<file path="src/sv/srpq_pkg.sv">
package srpq_pkg;

  localparam int unsigned Capacity = 16;
  localparam int unsigned IdW      = 8;
  localparam int unsigned PrioW    = 4;
  localparam int unsigned OccW     = 5;

  typedef enum logic [1:0] {
    FUNC_INSERT = 2'd0,
    FUNC_POP    = 2'd1,
    FUNC_CANCEL = 2'd2
  } func_e;

  typedef enum logic [1:0] {
    ST_OK       = 2'd0,
    ST_EMPTY    = 2'd1,
    ST_FULL     = 2'd2,
    ST_NOTFOUND = 2'd3
  } status_e;

  typedef struct packed {
    logic [IdW-1:0]   id;
    logic [PrioW-1:0] prio;
  } entry_t;

endpackage

</file>
<file path="src/sv/srpq_if.sv">
interface srpq_req_if;
  logic                          valid;
  logic                          ready;
  logic [1:0]                    func;
  logic [srpq_pkg::IdW-1:0]      req_id;
  logic [srpq_pkg::PrioW-1:0]    prio;

  modport source (output valid, func, req_id, prio, input ready);
  modport sink   (input valid, func, req_id, prio, output ready);
endinterface

interface srpq_res_if;
  logic                          valid;
  logic                          ready;
  logic [1:0]                    status;
  logic [srpq_pkg::IdW-1:0]      out_id;
  logic [srpq_pkg::PrioW-1:0]    out_prio;
  logic [srpq_pkg::OccW-1:0]     occupancy;

  modport source (output valid, status, out_id, out_prio, occupancy, input ready);
  modport sink   (input valid, status, out_id, out_prio, occupancy, output ready);
endinterface

</file>
<file path="src/sv/srpq_mem.sv">
module srpq_mem #(
  parameter int unsigned Depth = srpq_pkg::Capacity,
  parameter int unsigned AddrW = $clog2(Depth)
) (
  input  logic                  clk_i,
  input  logic                  we_i,
  input  logic [AddrW-1:0]      waddr_i,
  input  srpq_pkg::entry_t      wdata_i,
  input  logic [AddrW-1:0]      raddr_i,
  output srpq_pkg::entry_t      rdata_o
);

  srpq_pkg::entry_t mem_q [Depth];
  srpq_pkg::entry_t rdata_q;

  always_ff @(posedge clk_i) begin
    if (we_i) begin
      mem_q[waddr_i] <= wdata_i;
    end
    rdata_q <= mem_q[raddr_i];
  end

  assign rdata_o = rdata_q;

endmodule

</file>
<file path="src/sv/srpq_ctrl.sv">
module srpq_ctrl #(
  parameter int unsigned Capacity = srpq_pkg::Capacity,
  parameter int unsigned AddrW    = $clog2(Capacity),
  parameter int unsigned CntW     = $clog2(Capacity + 1)
) (
  input  logic                  clk_i,
  input  logic                  rst_ni,
  srpq_req_if.sink              in_i,
  srpq_res_if.source            res_o,
  output logic                  mem_we_o,
  output logic [AddrW-1:0]      mem_waddr_o,
  output srpq_pkg::entry_t      mem_wdata_o,
  output logic [AddrW-1:0]      mem_raddr_o,
  input  srpq_pkg::entry_t      mem_rdata_i
);

  typedef enum logic [3:0] {
    S_IDLE = 4'b0001,
    S_READ = 4'b0010,
    S_EVAL = 4'b0100,
    S_DONE = 4'b1000
  } state_e;

  typedef enum logic [2:0] {
    PH_INS   = 3'b001,
    PH_SCAN  = 3'b010,
    PH_SHIFT = 3'b100
  } phase_e;

  localparam logic [CntW-1:0] CapCnt = CntW'(Capacity);

  state_e                        state_q, state_d;
  phase_e                        phase_q, phase_d;
  logic [CntW-1:0]               fill_q, fill_d;
  logic [CntW-1:0]               ptr_q, ptr_d;
  logic                          is_pop_q, is_pop_d;
  srpq_pkg::entry_t              req_q, req_d;
  srpq_pkg::status_e             status_q, status_d;
  srpq_pkg::entry_t              out_q, out_d;

  logic                          in_accept;
  logic [CntW-1:0]               ptr_dec;
  logic [CntW-1:0]               ptr_inc;
  logic                          match;

  assign in_i.ready  = (state_q == S_IDLE) || ((state_q == S_DONE) && res_o.ready);
  assign in_accept   = in_i.valid && in_i.ready;
  assign ptr_dec     = ptr_q - CntW'(1);
  assign ptr_inc     = ptr_q + CntW'(1);
  assign match       = is_pop_q || (mem_rdata_i.id == req_q.id);

  assign res_o.valid     = (state_q == S_DONE);
  assign res_o.status    = status_q;
  assign res_o.out_id    = out_q.id;
  assign res_o.out_prio  = out_q.prio;
  assign res_o.occupancy = srpq_pkg::OccW'(fill_q);

  always_comb begin
    state_d     = state_q;
    phase_d     = phase_q;
    fill_d      = fill_q;
    ptr_d       = ptr_q;
    is_pop_d    = is_pop_q;
    req_d       = req_q;
    status_d    = status_q;
    out_d       = out_q;
    mem_we_o    = 1'b0;
    mem_waddr_o = ptr_q[AddrW-1:0];
    mem_wdata_o = req_q;
    mem_raddr_o = ptr_q[AddrW-1:0];

    unique case (state_q)
      S_IDLE: begin
      end
      S_DONE: begin
        if (res_o.ready) begin
          state_d = S_IDLE;
        end
      end
      S_READ: begin
        unique case (phase_q)
          PH_INS: begin
            mem_raddr_o = ptr_dec[AddrW-1:0];
            if (ptr_q == '0) begin
              // Everything ahead moved back; the new request becomes the head.
              mem_we_o = 1'b1;
              fill_d   = fill_q + CntW'(1);
              state_d  = S_DONE;
            end else begin
              state_d = S_EVAL;
            end
          end
          PH_SHIFT: begin
            if (ptr_q == fill_q) begin
              fill_d  = fill_q - CntW'(1);
              state_d = S_DONE;
            end else begin
              state_d = S_EVAL;
            end
          end
          default: begin
            state_d = S_EVAL;
          end
        endcase
      end
      S_EVAL: begin
        unique case (phase_q)
          PH_INS: begin
            mem_we_o = 1'b1;
            if (mem_rdata_i.prio > req_q.prio) begin
              mem_wdata_o = mem_rdata_i;
              ptr_d       = ptr_dec;
              state_d     = S_READ;
            end else begin
              fill_d  = fill_q + CntW'(1);
              state_d = S_DONE;
            end
          end
          PH_SCAN: begin
            ptr_d = ptr_inc;
            if (match) begin
              out_d   = mem_rdata_i;
              phase_d = PH_SHIFT;
              state_d = S_READ;
            end else if (ptr_inc == fill_q) begin
              status_d = srpq_pkg::ST_NOTFOUND;
              state_d  = S_DONE;
            end else begin
              state_d = S_READ;
            end
          end
          default: begin
            // Close the gap: the entry just read moves one place toward the head.
            mem_we_o    = 1'b1;
            mem_waddr_o = ptr_dec[AddrW-1:0];
            mem_wdata_o = mem_rdata_i;
            ptr_d       = ptr_inc;
            state_d     = S_READ;
          end
        endcase
      end
      default: begin
        state_d = S_IDLE;
      end
    endcase

    if (in_accept) begin
      req_d.id   = in_i.req_id;
      req_d.prio = in_i.prio;
      status_d   = srpq_pkg::ST_OK;
      out_d      = '0;
      is_pop_d   = 1'b0;
      ptr_d      = '0;
      unique case (srpq_pkg::func_e'(in_i.func))
        srpq_pkg::FUNC_INSERT: begin
          if (fill_q == CapCnt) begin
            status_d = srpq_pkg::ST_FULL;
            state_d  = S_DONE;
          end else if (fill_q == '0) begin
            mem_we_o    = 1'b1;
            mem_waddr_o = '0;
            mem_wdata_o = req_d;
            fill_d      = CntW'(1);
            state_d     = S_DONE;
          end else begin
            ptr_d   = fill_q;
            phase_d = PH_INS;
            state_d = S_READ;
          end
        end
        srpq_pkg::FUNC_POP: begin
          is_pop_d = 1'b1;
          if (fill_q == '0) begin
            status_d = srpq_pkg::ST_EMPTY;
            state_d  = S_DONE;
          end else begin
            phase_d = PH_SCAN;
            state_d = S_READ;
          end
        end
        srpq_pkg::FUNC_CANCEL: begin
          if (fill_q == '0) begin
            status_d = srpq_pkg::ST_NOTFOUND;
            state_d  = S_DONE;
          end else begin
            phase_d = PH_SCAN;
            state_d = S_READ;
          end
        end
        default: begin
          state_d = S_DONE;
        end
      endcase
    end
  end

  always_ff @(posedge clk_i or negedge rst_ni) begin
    if (!rst_ni) begin
      state_q <= S_IDLE;
      phase_q <= PH_SCAN;
      fill_q  <= '0;
    end else begin
      state_q <= state_d;
      phase_q <= phase_d;
      fill_q  <= fill_d;
    end
  end

  always_ff @(posedge clk_i) begin
    ptr_q    <= ptr_d;
    is_pop_q <= is_pop_d;
    req_q    <= req_d;
    status_q <= status_d;
    out_q    <= out_d;
  end

endmodule

</file>
<file path="src/sv/sorted_priority_request_queue.sv">
// A request into an empty queue, a full insert, an empty pop, a cancel on an empty queue
// and code 3 answer in the cycle after acceptance. Any other insert moves entries back one
// place from the tail until its slot is found; a pop or a cancel scans from the head and
// then moves the entries behind the match forward. One memory read and one compare
// alternate under a single sequencer. A new beat is taken when the previous result is taken.
// Reset clears the fill count and control state; queue storage is not cleared.
module sorted_priority_request_queue #(
  parameter int unsigned CAPACITY = srpq_pkg::Capacity
) (
  input  logic       clk_i,
  input  logic       rst_ni,
  srpq_req_if.sink   in_i,
  srpq_res_if.source res_o
);

  localparam int unsigned AddrW = $clog2(CAPACITY);
  localparam int unsigned CntW  = $clog2(CAPACITY + 1);

  logic                 mem_we;
  logic [AddrW-1:0]     mem_waddr;
  logic [AddrW-1:0]     mem_raddr;
  srpq_pkg::entry_t     mem_wdata;
  srpq_pkg::entry_t     mem_rdata;

  srpq_ctrl #(
    .Capacity (CAPACITY),
    .AddrW    (AddrW),
    .CntW     (CntW)
  ) u_ctrl (
    .clk_i       (clk_i),
    .rst_ni      (rst_ni),
    .in_i        (in_i),
    .res_o       (res_o),
    .mem_we_o    (mem_we),
    .mem_waddr_o (mem_waddr),
    .mem_wdata_o (mem_wdata),
    .mem_raddr_o (mem_raddr),
    .mem_rdata_i (mem_rdata)
  );

  srpq_mem #(
    .Depth (CAPACITY),
    .AddrW (AddrW)
  ) u_mem (
    .clk_i   (clk_i),
    .we_i    (mem_we),
    .waddr_i (mem_waddr),
    .wdata_i (mem_wdata),
    .raddr_i (mem_raddr),
    .rdata_o (mem_rdata)
  );

  a_no_accept_while_stalled : assert property (@(posedge clk_i) disable iff (!rst_ni)
    res_o.valid && !res_o.ready |-> !in_i.ready)
    else $error("input taken while a result is stalled");

  a_full_occupancy : assert property (@(posedge clk_i) disable iff (!rst_ni)
    res_o.valid && (res_o.status == srpq_pkg::ST_FULL)
    |-> res_o.occupancy == srpq_pkg::OccW'(CAPACITY))
    else $error("full reported below capacity");

  a_empty_occupancy : assert property (@(posedge clk_i) disable iff (!rst_ni)
    res_o.valid && (res_o.status == srpq_pkg::ST_EMPTY) |-> res_o.occupancy == '0)
    else $error("empty reported with entries queued");

  a_fail_no_payload : assert property (@(posedge clk_i) disable iff (!rst_ni)
    res_o.valid && (res_o.status != srpq_pkg::ST_OK)
    |-> (res_o.out_id == '0) && (res_o.out_prio == '0))
    else $error("failed operation returned an entry");

endmodule
</file>
<file path="src/flat_wrapper.sv">
// flat-port wrapper written by rule: the top's interface ports become plain ports
module sorted_priority_request_queue_flat 
#(
  parameter int unsigned CAPACITY = srpq_pkg::Capacity
)
  (clk_i, rst_ni, in_i_valid, in_i_func, in_i_req_id, in_i_prio, in_i_ready, res_o_valid, res_o_status, res_o_out_id, res_o_out_prio, res_o_occupancy, res_o_ready);
  srpq_req_if in_i_i ();
  srpq_res_if res_o_i ();
  input  logic clk_i;
  input  logic rst_ni;
  input wire logic [$bits(in_i_i.valid)-1:0] in_i_valid;
  input wire logic [$bits(in_i_i.func)-1:0] in_i_func;
  input wire logic [$bits(in_i_i.req_id)-1:0] in_i_req_id;
  input wire logic [$bits(in_i_i.prio)-1:0] in_i_prio;
  output wire logic [$bits(in_i_i.ready)-1:0] in_i_ready;
  output wire logic [$bits(res_o_i.valid)-1:0] res_o_valid;
  output wire logic [$bits(res_o_i.status)-1:0] res_o_status;
  output wire logic [$bits(res_o_i.out_id)-1:0] res_o_out_id;
  output wire logic [$bits(res_o_i.out_prio)-1:0] res_o_out_prio;
  output wire logic [$bits(res_o_i.occupancy)-1:0] res_o_occupancy;
  input wire logic [$bits(res_o_i.ready)-1:0] res_o_ready;
  assign in_i_i.valid = in_i_valid;
  assign in_i_i.func = in_i_func;
  assign in_i_i.req_id = in_i_req_id;
  assign in_i_i.prio = in_i_prio;
  assign in_i_ready = in_i_i.ready;
  assign res_o_valid = res_o_i.valid;
  assign res_o_status = res_o_i.status;
  assign res_o_out_id = res_o_i.out_id;
  assign res_o_out_prio = res_o_i.out_prio;
  assign res_o_occupancy = res_o_i.occupancy;
  assign res_o_i.ready = res_o_ready;
  sorted_priority_request_queue #(.CAPACITY(CAPACITY)) u_core (.clk_i(clk_i), .rst_ni(rst_ni), .in_i(in_i_i), .res_o(res_o_i));
endmodule
</file>
<file path="config.mk">
export PLATFORM = sky130hd
export DESIGN_NAME = sorted_priority_request_queue_flat
export DESIGN_NICKNAME = d
export VERILOG_FILES = /design/src/sv/srpq_pkg.sv /design/src/sv/srpq_if.sv /design/src/sv/srpq_mem.sv /design/src/sv/srpq_ctrl.sv /design/src/sv/sorted_priority_request_queue.sv /design/src/flat_wrapper.sv
export SDC_FILE = /design/constraint.sdc
export NUM_CORES = 1
export LEC_CHECK = 0
export BUFFER_PORTS_ARGS = -buffer_cell sky130_fd_sc_hd__buf_4
export CAP_MARGIN = 20
export CORE_ASPECT_RATIO = 0.5
export CORE_MARGIN = 10
export CORE_UTILIZATION = 34
export CTS_BUF_LIST = sky130_fd_sc_hd__clkbuf_16
export DETAILED_ROUTE_END_ITERATION = 7
export PLACE_DENSITY = 0.61
export SETUP_SLACK_MARGIN = 0.1
export SYNTH_ARGS = -nofsm -noshare
export SYNTH_HDL_FRONTEND = slang
export SYNTH_SLANG_ARGS = --single-unit
export TNS_END_PERCENT = 5
</file>
<file path="constraint.sdc">
create_clock -name clk_i -period 3.66 [get_ports clk_i]
set_clock_uncertainty 0.15 [all_clocks]
set_input_delay 0.732 -clock clk_i [delete_from_list [all_inputs] [get_ports clk_i]]
set_output_delay 0.732 -clock clk_i [all_outputs]
set_load 0.02 [all_outputs]
</file>
==> After elaboration in Yosys (flattened, before gate mapping) <==
Memories as Yosys holds them, arrays and structs flattened. A register that Yosys moved wholly into a read port is not among the register bits.
Index checks and enable logic that the tools add are counted.
{ "word_totals": {"regBits": 44, "mem_bits_rw": 192, "input_bits": 18, "out_inout_bits": 21, "word_cells": 122, "mem_count": 1} }
{ "mem_list": {"columns": ["name", "words", "word_bits", "rd", "rd_ports_with_merged_regs", "write_ports", "line_no", "text"], "rows": [
  ["u_core.u_mem.mem_q", 16, 12, 1, 1, 1, "srpq_mem.sv:13", "srpq_pkg::entry_t mem_q [Depth];"]
]} }
{ "op_classes": {"add_sub_neg": 4, "magnitude_cmp": 1, "n_eq_ne": 17, "n_mux": 73, "reduce_logical": 16} }
{ "op_table": {"columns": ["operator", "n"], "rows": [
  ["$mux W5", 15],
  ["$mux W12", 6],
  ["$mux W4", 17],
  ["$pmux W12 S2", 1],
  ["$pmux W4 S2", 3],
  ["$mux W3", 7],
  ["$pmux W5 S2", 2],
  ["$pmux W4 S4", 1],
  ["$mux W2", 7],
  ["$mux W1", 11],
  ["$add A5 B1 Y5 const B", 2],
  ["$eq A5 B5 Y1", 2],
  ["$logic_not A5 Y1", 2],
  ["$sub A5 B1 Y5 const B", 2],
  ["$eq A8 B8 Y1", 1],
  ["$pmux W2 S3", 1],
  ["$pmux W3 S2", 1],
  ["$reduce_bool A2 Y1", 3],
  ["$eq A5 B5 Y1 const B", 1],
  ["$eq A4 B1 Y1 const B", 1],
  ["$eq A4 B2 Y1 const B", 1],
  ["$eq A4 B3 Y1 const B", 1],
  ["$eq A4 B4 Y1 const B", 1],
  ["$gt A4 B4 Y1", 1],
  ["other kinds (16)", 21]
]} }

==> Depth between registers and ports, before layout <==
{ "logic_depth": {"depth_word": 10, "depth_mapped": 13, "mapped_depth_nobuf": 7} }

==> Cells and area by module <==
A second synthesis with hierarchy kept.
{ "unflattened": {"cells_unflattened": 684, "area_unflattened_um2": 10766.6} }
{ "by_module_without_submodules": {"columns": ["mod", "instances", "cells_per_inst", "area_each_um2", "seq_area_each_um2"], "rows": [
  ["srpq_mem", 1, 329, 7599.8, 6005.8],
  ["srpq_ctrl", 1, 355, 3166.8, 1143.6]
]} }

==> Least setup slack after synthesis <==
OpenSTA, ideal clock, no wires.
{ "synth_timing": {"path_kind": "register -> register", "startpoint": "register u_core.u_ctrl.ptr_q[0]", "endpoint": "memory u_core.u_mem.mem_q[15][0] (netlist bit) (enable)", "setup_time_ns": 0.396, "arrival_time_ns": 3.179, "required_ns": 3.114, "path_slack_ns": -0.065, "path_stages_with_launch": 10, "path_buffers": 3, "path_cell_list": "edfxtp_1 buf_2 clkbuf_1 clkbuf_1 inv_1 ha_1 or4b_1 o32ai_2 nand3_1 nor3_1"} }
{ "synth_between": {"elab_chain_cells": 10, "word_cells_on_any_way": 17} }
{ "synth_lines": {"columns": ["element", "line_no", "text"], "rows": [
  ["start, declared", "srpq_ctrl.sv:35", "logic [CntW-1:0] ptr_q, ptr_d;"],
  ["start signal, assigned", "srpq_ctrl.sv:210", "ptr_q <= ptr_d;"],
  ["$logic_not A5 Y1", "srpq_ctrl.sv:84", "if (ptr_q == '0) begin"],
  ["$mux W1", "srpq_ctrl.sv:84", null],
  ["$mux W1", "srpq_ctrl.sv:81", "unique case (phase_q)"],
  ["$pmux W1 S2", "srpq_ctrl.sv:72", "unique case (state_q)"],
  ["$mux W1", "srpq_ctrl.sv:159", "end else if (fill_q == '0) begin"],
  ["$mux W1", "srpq_ctrl.sv:156", "if (fill_q == CapCnt) begin"],
  ["$mux W1", "srpq_ctrl.sv:154", "unique case (srpq_pkg::func_e'(in_i.func))"],
  ["$mux W1", "srpq_ctrl.sv:147", "if (in_accept) begin"],
  ["$mux W1", "srpq_mem.sv:17", "if (we_i) begin"],
  ["$mux W1 (implied by the code)", "srpq_mem.sv:18", "mem_q[waddr_i] <= wdata_i;"],
  ["end, declared", "srpq_mem.sv:13", null]
]} }
Parallel ways exist; a longest one is shown, timed or not.

==> metrics <==
fraction of registers with async set/reset 0.0484; sequential area share after synthesis 0.540; Fin Setup TNS 0 ns; Storage cell area 7150 sq um; post-route ant nets 0; initial antenna violation count 0; Worst setup startpoint u_core.u_ctrl.res_o.occupancy[1]; reg2reg path depth 8; kind of cell adding the most delay to the critical path simple AND/OR/NAND/NOR gates; CP bufs+invs 2; FF-to-FF setup slack 0.30 ns; multi-input logic area 5640 sq um; outcome finished, final reports clean; post-synthesis register bit count 248; total track usage 0.159; Diodes inserted 0; met3 usage 0.0255; most numerous cell in the Yosys netlist edfxtp_1; port bufs 38; drc violations 0; share of layout cells above drive strength 1 0.147; WP depth 8; Synth Cell Area 13200 sq um; internal power 6770 uW; syn avg cell area 10.5 sq um; Final period util 0.917; gr busiest metal met2; Worst setup endpoint u_core.u_mem.mem_q[13][11]; Sw Share 0.390; hold crit path type in -> reg; max-slew violations 0; final hold vios 0; Reg-to-Reg Start u_core.u_ctrl.res_o.occupancy[1]; Yosys top cell by area edfxtp_1; P_leak 0.00525 uW; CTS sink cnt 248; htree depth 1; Placer Congestion 0.920; die height 160 um; Tmin final 3.36 ns; R2R Path End u_core.u_mem.mem_q[13][11]; drt first pass iters 5; Setup Buffers After CTS 0; Ports 39; row count 50; most frequent cells after synthesis 212 x edfxtp_1, 168 x a21oi_1, 165 x nand2_1; EDFF count, synth 212; Required @ worst endpoint 3.71 ns; Final Setup Violations 0; worst skew pair latency 0.55 ns; fin worst setup slack 0.304 ns; nets 1325; Synth Warn # 0; clk root buf clkbuf_16; Synth top area share 0.481; CTS max path bufs 3; number of global-route vias before repair 10038; VDD IR max 0.000450 V; Primary FF master, synth edfxtp_1; final wirelength 39.8 mm; placed inst area 14300 sq um; Vias/cell 5.70; Seq pwr share 0.337; Worst-Margin Slew 1.11 ns; CP arrival 3.40 ns; die width 299 um; post-synth cell types 81; Slew headroom 0.254; fill cell total of the finished layout 3603; largest net degree at the start of global routing 82; Initial DRC Count 1205; combinational power share 0.433; DIE AREA 47700 sq um; total gr overflow 0; crit path kind reg -> reg; CTS resizes 0; post-synthesis cell count 1258; vias 10434; PD cells 733 nW/um^2; unrepaired setup endpoints after global routing false; CTS buffer count 26; slowest cell delay on critical path 0.58 ns; clock power share 0.230; dpl hpwl 25.2 mm; Worst Setup End Kind register; Mapped Nets 1291; CTS tree done; CORE AREA 37900 sq um; type of origin of the critical path register; first-pass GRT wire length 60.2 mm; area delta synth->final 14.3%; NetSw 4330 uW; f_max 298 MHz; Max Cap Viol 0; met1 usage 0.215; Reg clk slew, reported paths 0.06 ns; CP cell instances inv_1, ha_1, or3b_2, nor2_1, and3_1, buf_4, nand2_1, o21ai_1; slowest CP cell o21ai_1; Initial Util 0.349; Area contributors post-synth edfxtp_1 48%, nand2b_1 6.8%, a21oi_1 6.3%; DR WL/cell 21.7 um; GRT met2 Usage 0.256; post-route cell area 15100 sq um; post-place setup slack 0.315 ns; Crit Path Max Fanout 17
-- through the flow --
stage,hold WS [ns],cells,total power [uW],util
floorplan,0.286,1258,7050,-
global placement,0.319,1781,8410,0.378
detailed placement,0.324,1781,8530,0.378
CTS,0.194,1830,11100,0.399
global route,0.191,1832,11700,0.399
finish,0.217,1832,11100,0.399
-- power by group through the flow --
stage | Sequential, uW | Combinational [uW] | Clock [uW]
final | 3740 | 4800 | 2560
after global routing | 3760 | 5210 | 2710
after CTS | 3730 | 4770 | 2600
after detailed placement | 3790 | 4740 | 0
after global placement | 3780 | 4630 | 0
after floorplan | 3670 | 3380 | 0
-- state kept, by name, indices dropped and copies added (netlist names) --
signal / cells
u_core.u_ctrl.is_pop_q: 1
u_core.u_ctrl.phase_q: 3
u_core.u_ctrl.ptr_q: 5
u_core.u_ctrl.req_q: 12
u_core.u_ctrl.res_o.occupancy: 5
u_core.u_ctrl.res_o.out_id: 8
u_core.u_ctrl.res_o.out_prio: 4
u_core.u_ctrl.res_o.status: 2
u_core.u_ctrl.state_q: 4
u_core.u_mem.mem_q: 192
u_core.u_mem.rdata_o: 12
-- cell usage in the layout, fill, tap and decap left out, drive strengths merged, types with 10 or more instances in the layout --
master,count
clkbuf,27
a2bb2o,12
nand2b,145
clkinv,13
nor2,31
nor3,16
o22ai,38
nand2,165
mux2i,39
a21bo,24
dfrtp,10
o2111ai,12
buf,100
nand3,31
edfxtp,212
mux2,12
dfxtp,24
ha,15
a21oi,169
o211ai,37
xnor2,23
inv,25
o21ai,41
-- timing repair --
| action | 4_1_cts | 5_1_grt |
|---|---|---|
| endpoints found under the hold margin | 10 | 0 |
| hold buffers | 1 | 0 |
| endpoints found under the setup margin | 0 | 0 |
-- cell families (layout without fill, tap and decap cells) --
group / count (synthesis) / count (layout) / share of synthesized area
AOI/OAI and AO/OA: 373 / 373 / 0.181
muxes: 51 / 51 / 0.0406
adders and majority gates: 15 / 15 / 0.0142
and+or+nand+nor: 432 / 432 / 0.170
DFF: 248 / 248 / 0.540
buffers and inverters: 114 / 168 / 0.0379
xor gates and xnor gates: 25 / 25 / 0.0165
-- how the worst min path moves through the flow --
stage	start	end	slack (ns)	cells past startpoint
after floorplan	rst_ni	u_core.u_ctrl.phase_q[0]	0.29	0
after global placement	u_core.u_ctrl.res_o.out_prio[1]	u_core.u_ctrl.res_o.out_prio[1]	0.32	2
after detailed placement	u_core.u_ctrl.res_o.out_prio[1]	u_core.u_ctrl.res_o.out_prio[1]	0.32	2
after CTS	in_i_prio[0]	u_core.u_ctrl.req_q[0]	0.19	1
after global routing	in_i_prio[0]	u_core.u_ctrl.req_q[0]	0.19	1
final	in_i_prio[0]	u_core.u_ctrl.req_q[0]	0.22	1
-- final cells by class --
type / instances / area share
clock buffer: 27 / 0.0446
clock inverter: 21 / 0.00859
inverter: 19 / 0.00479
multi-input combinational: 896 / 0.373
sequential: 248 / 0.472
tap: 520 / 0.0430
timing repair buffer: 101 / 0.0544
-- per-layer routing --
metal | share of wire | routed length [um]
met1 | 0.44 | 17400
met2 | 0.47 | 18700
met3 | 0.071 | 2830
met4 | 0.025 | 982
met5 | 0 | 0
Note: power is estimated with default switching activity, not from simulation.
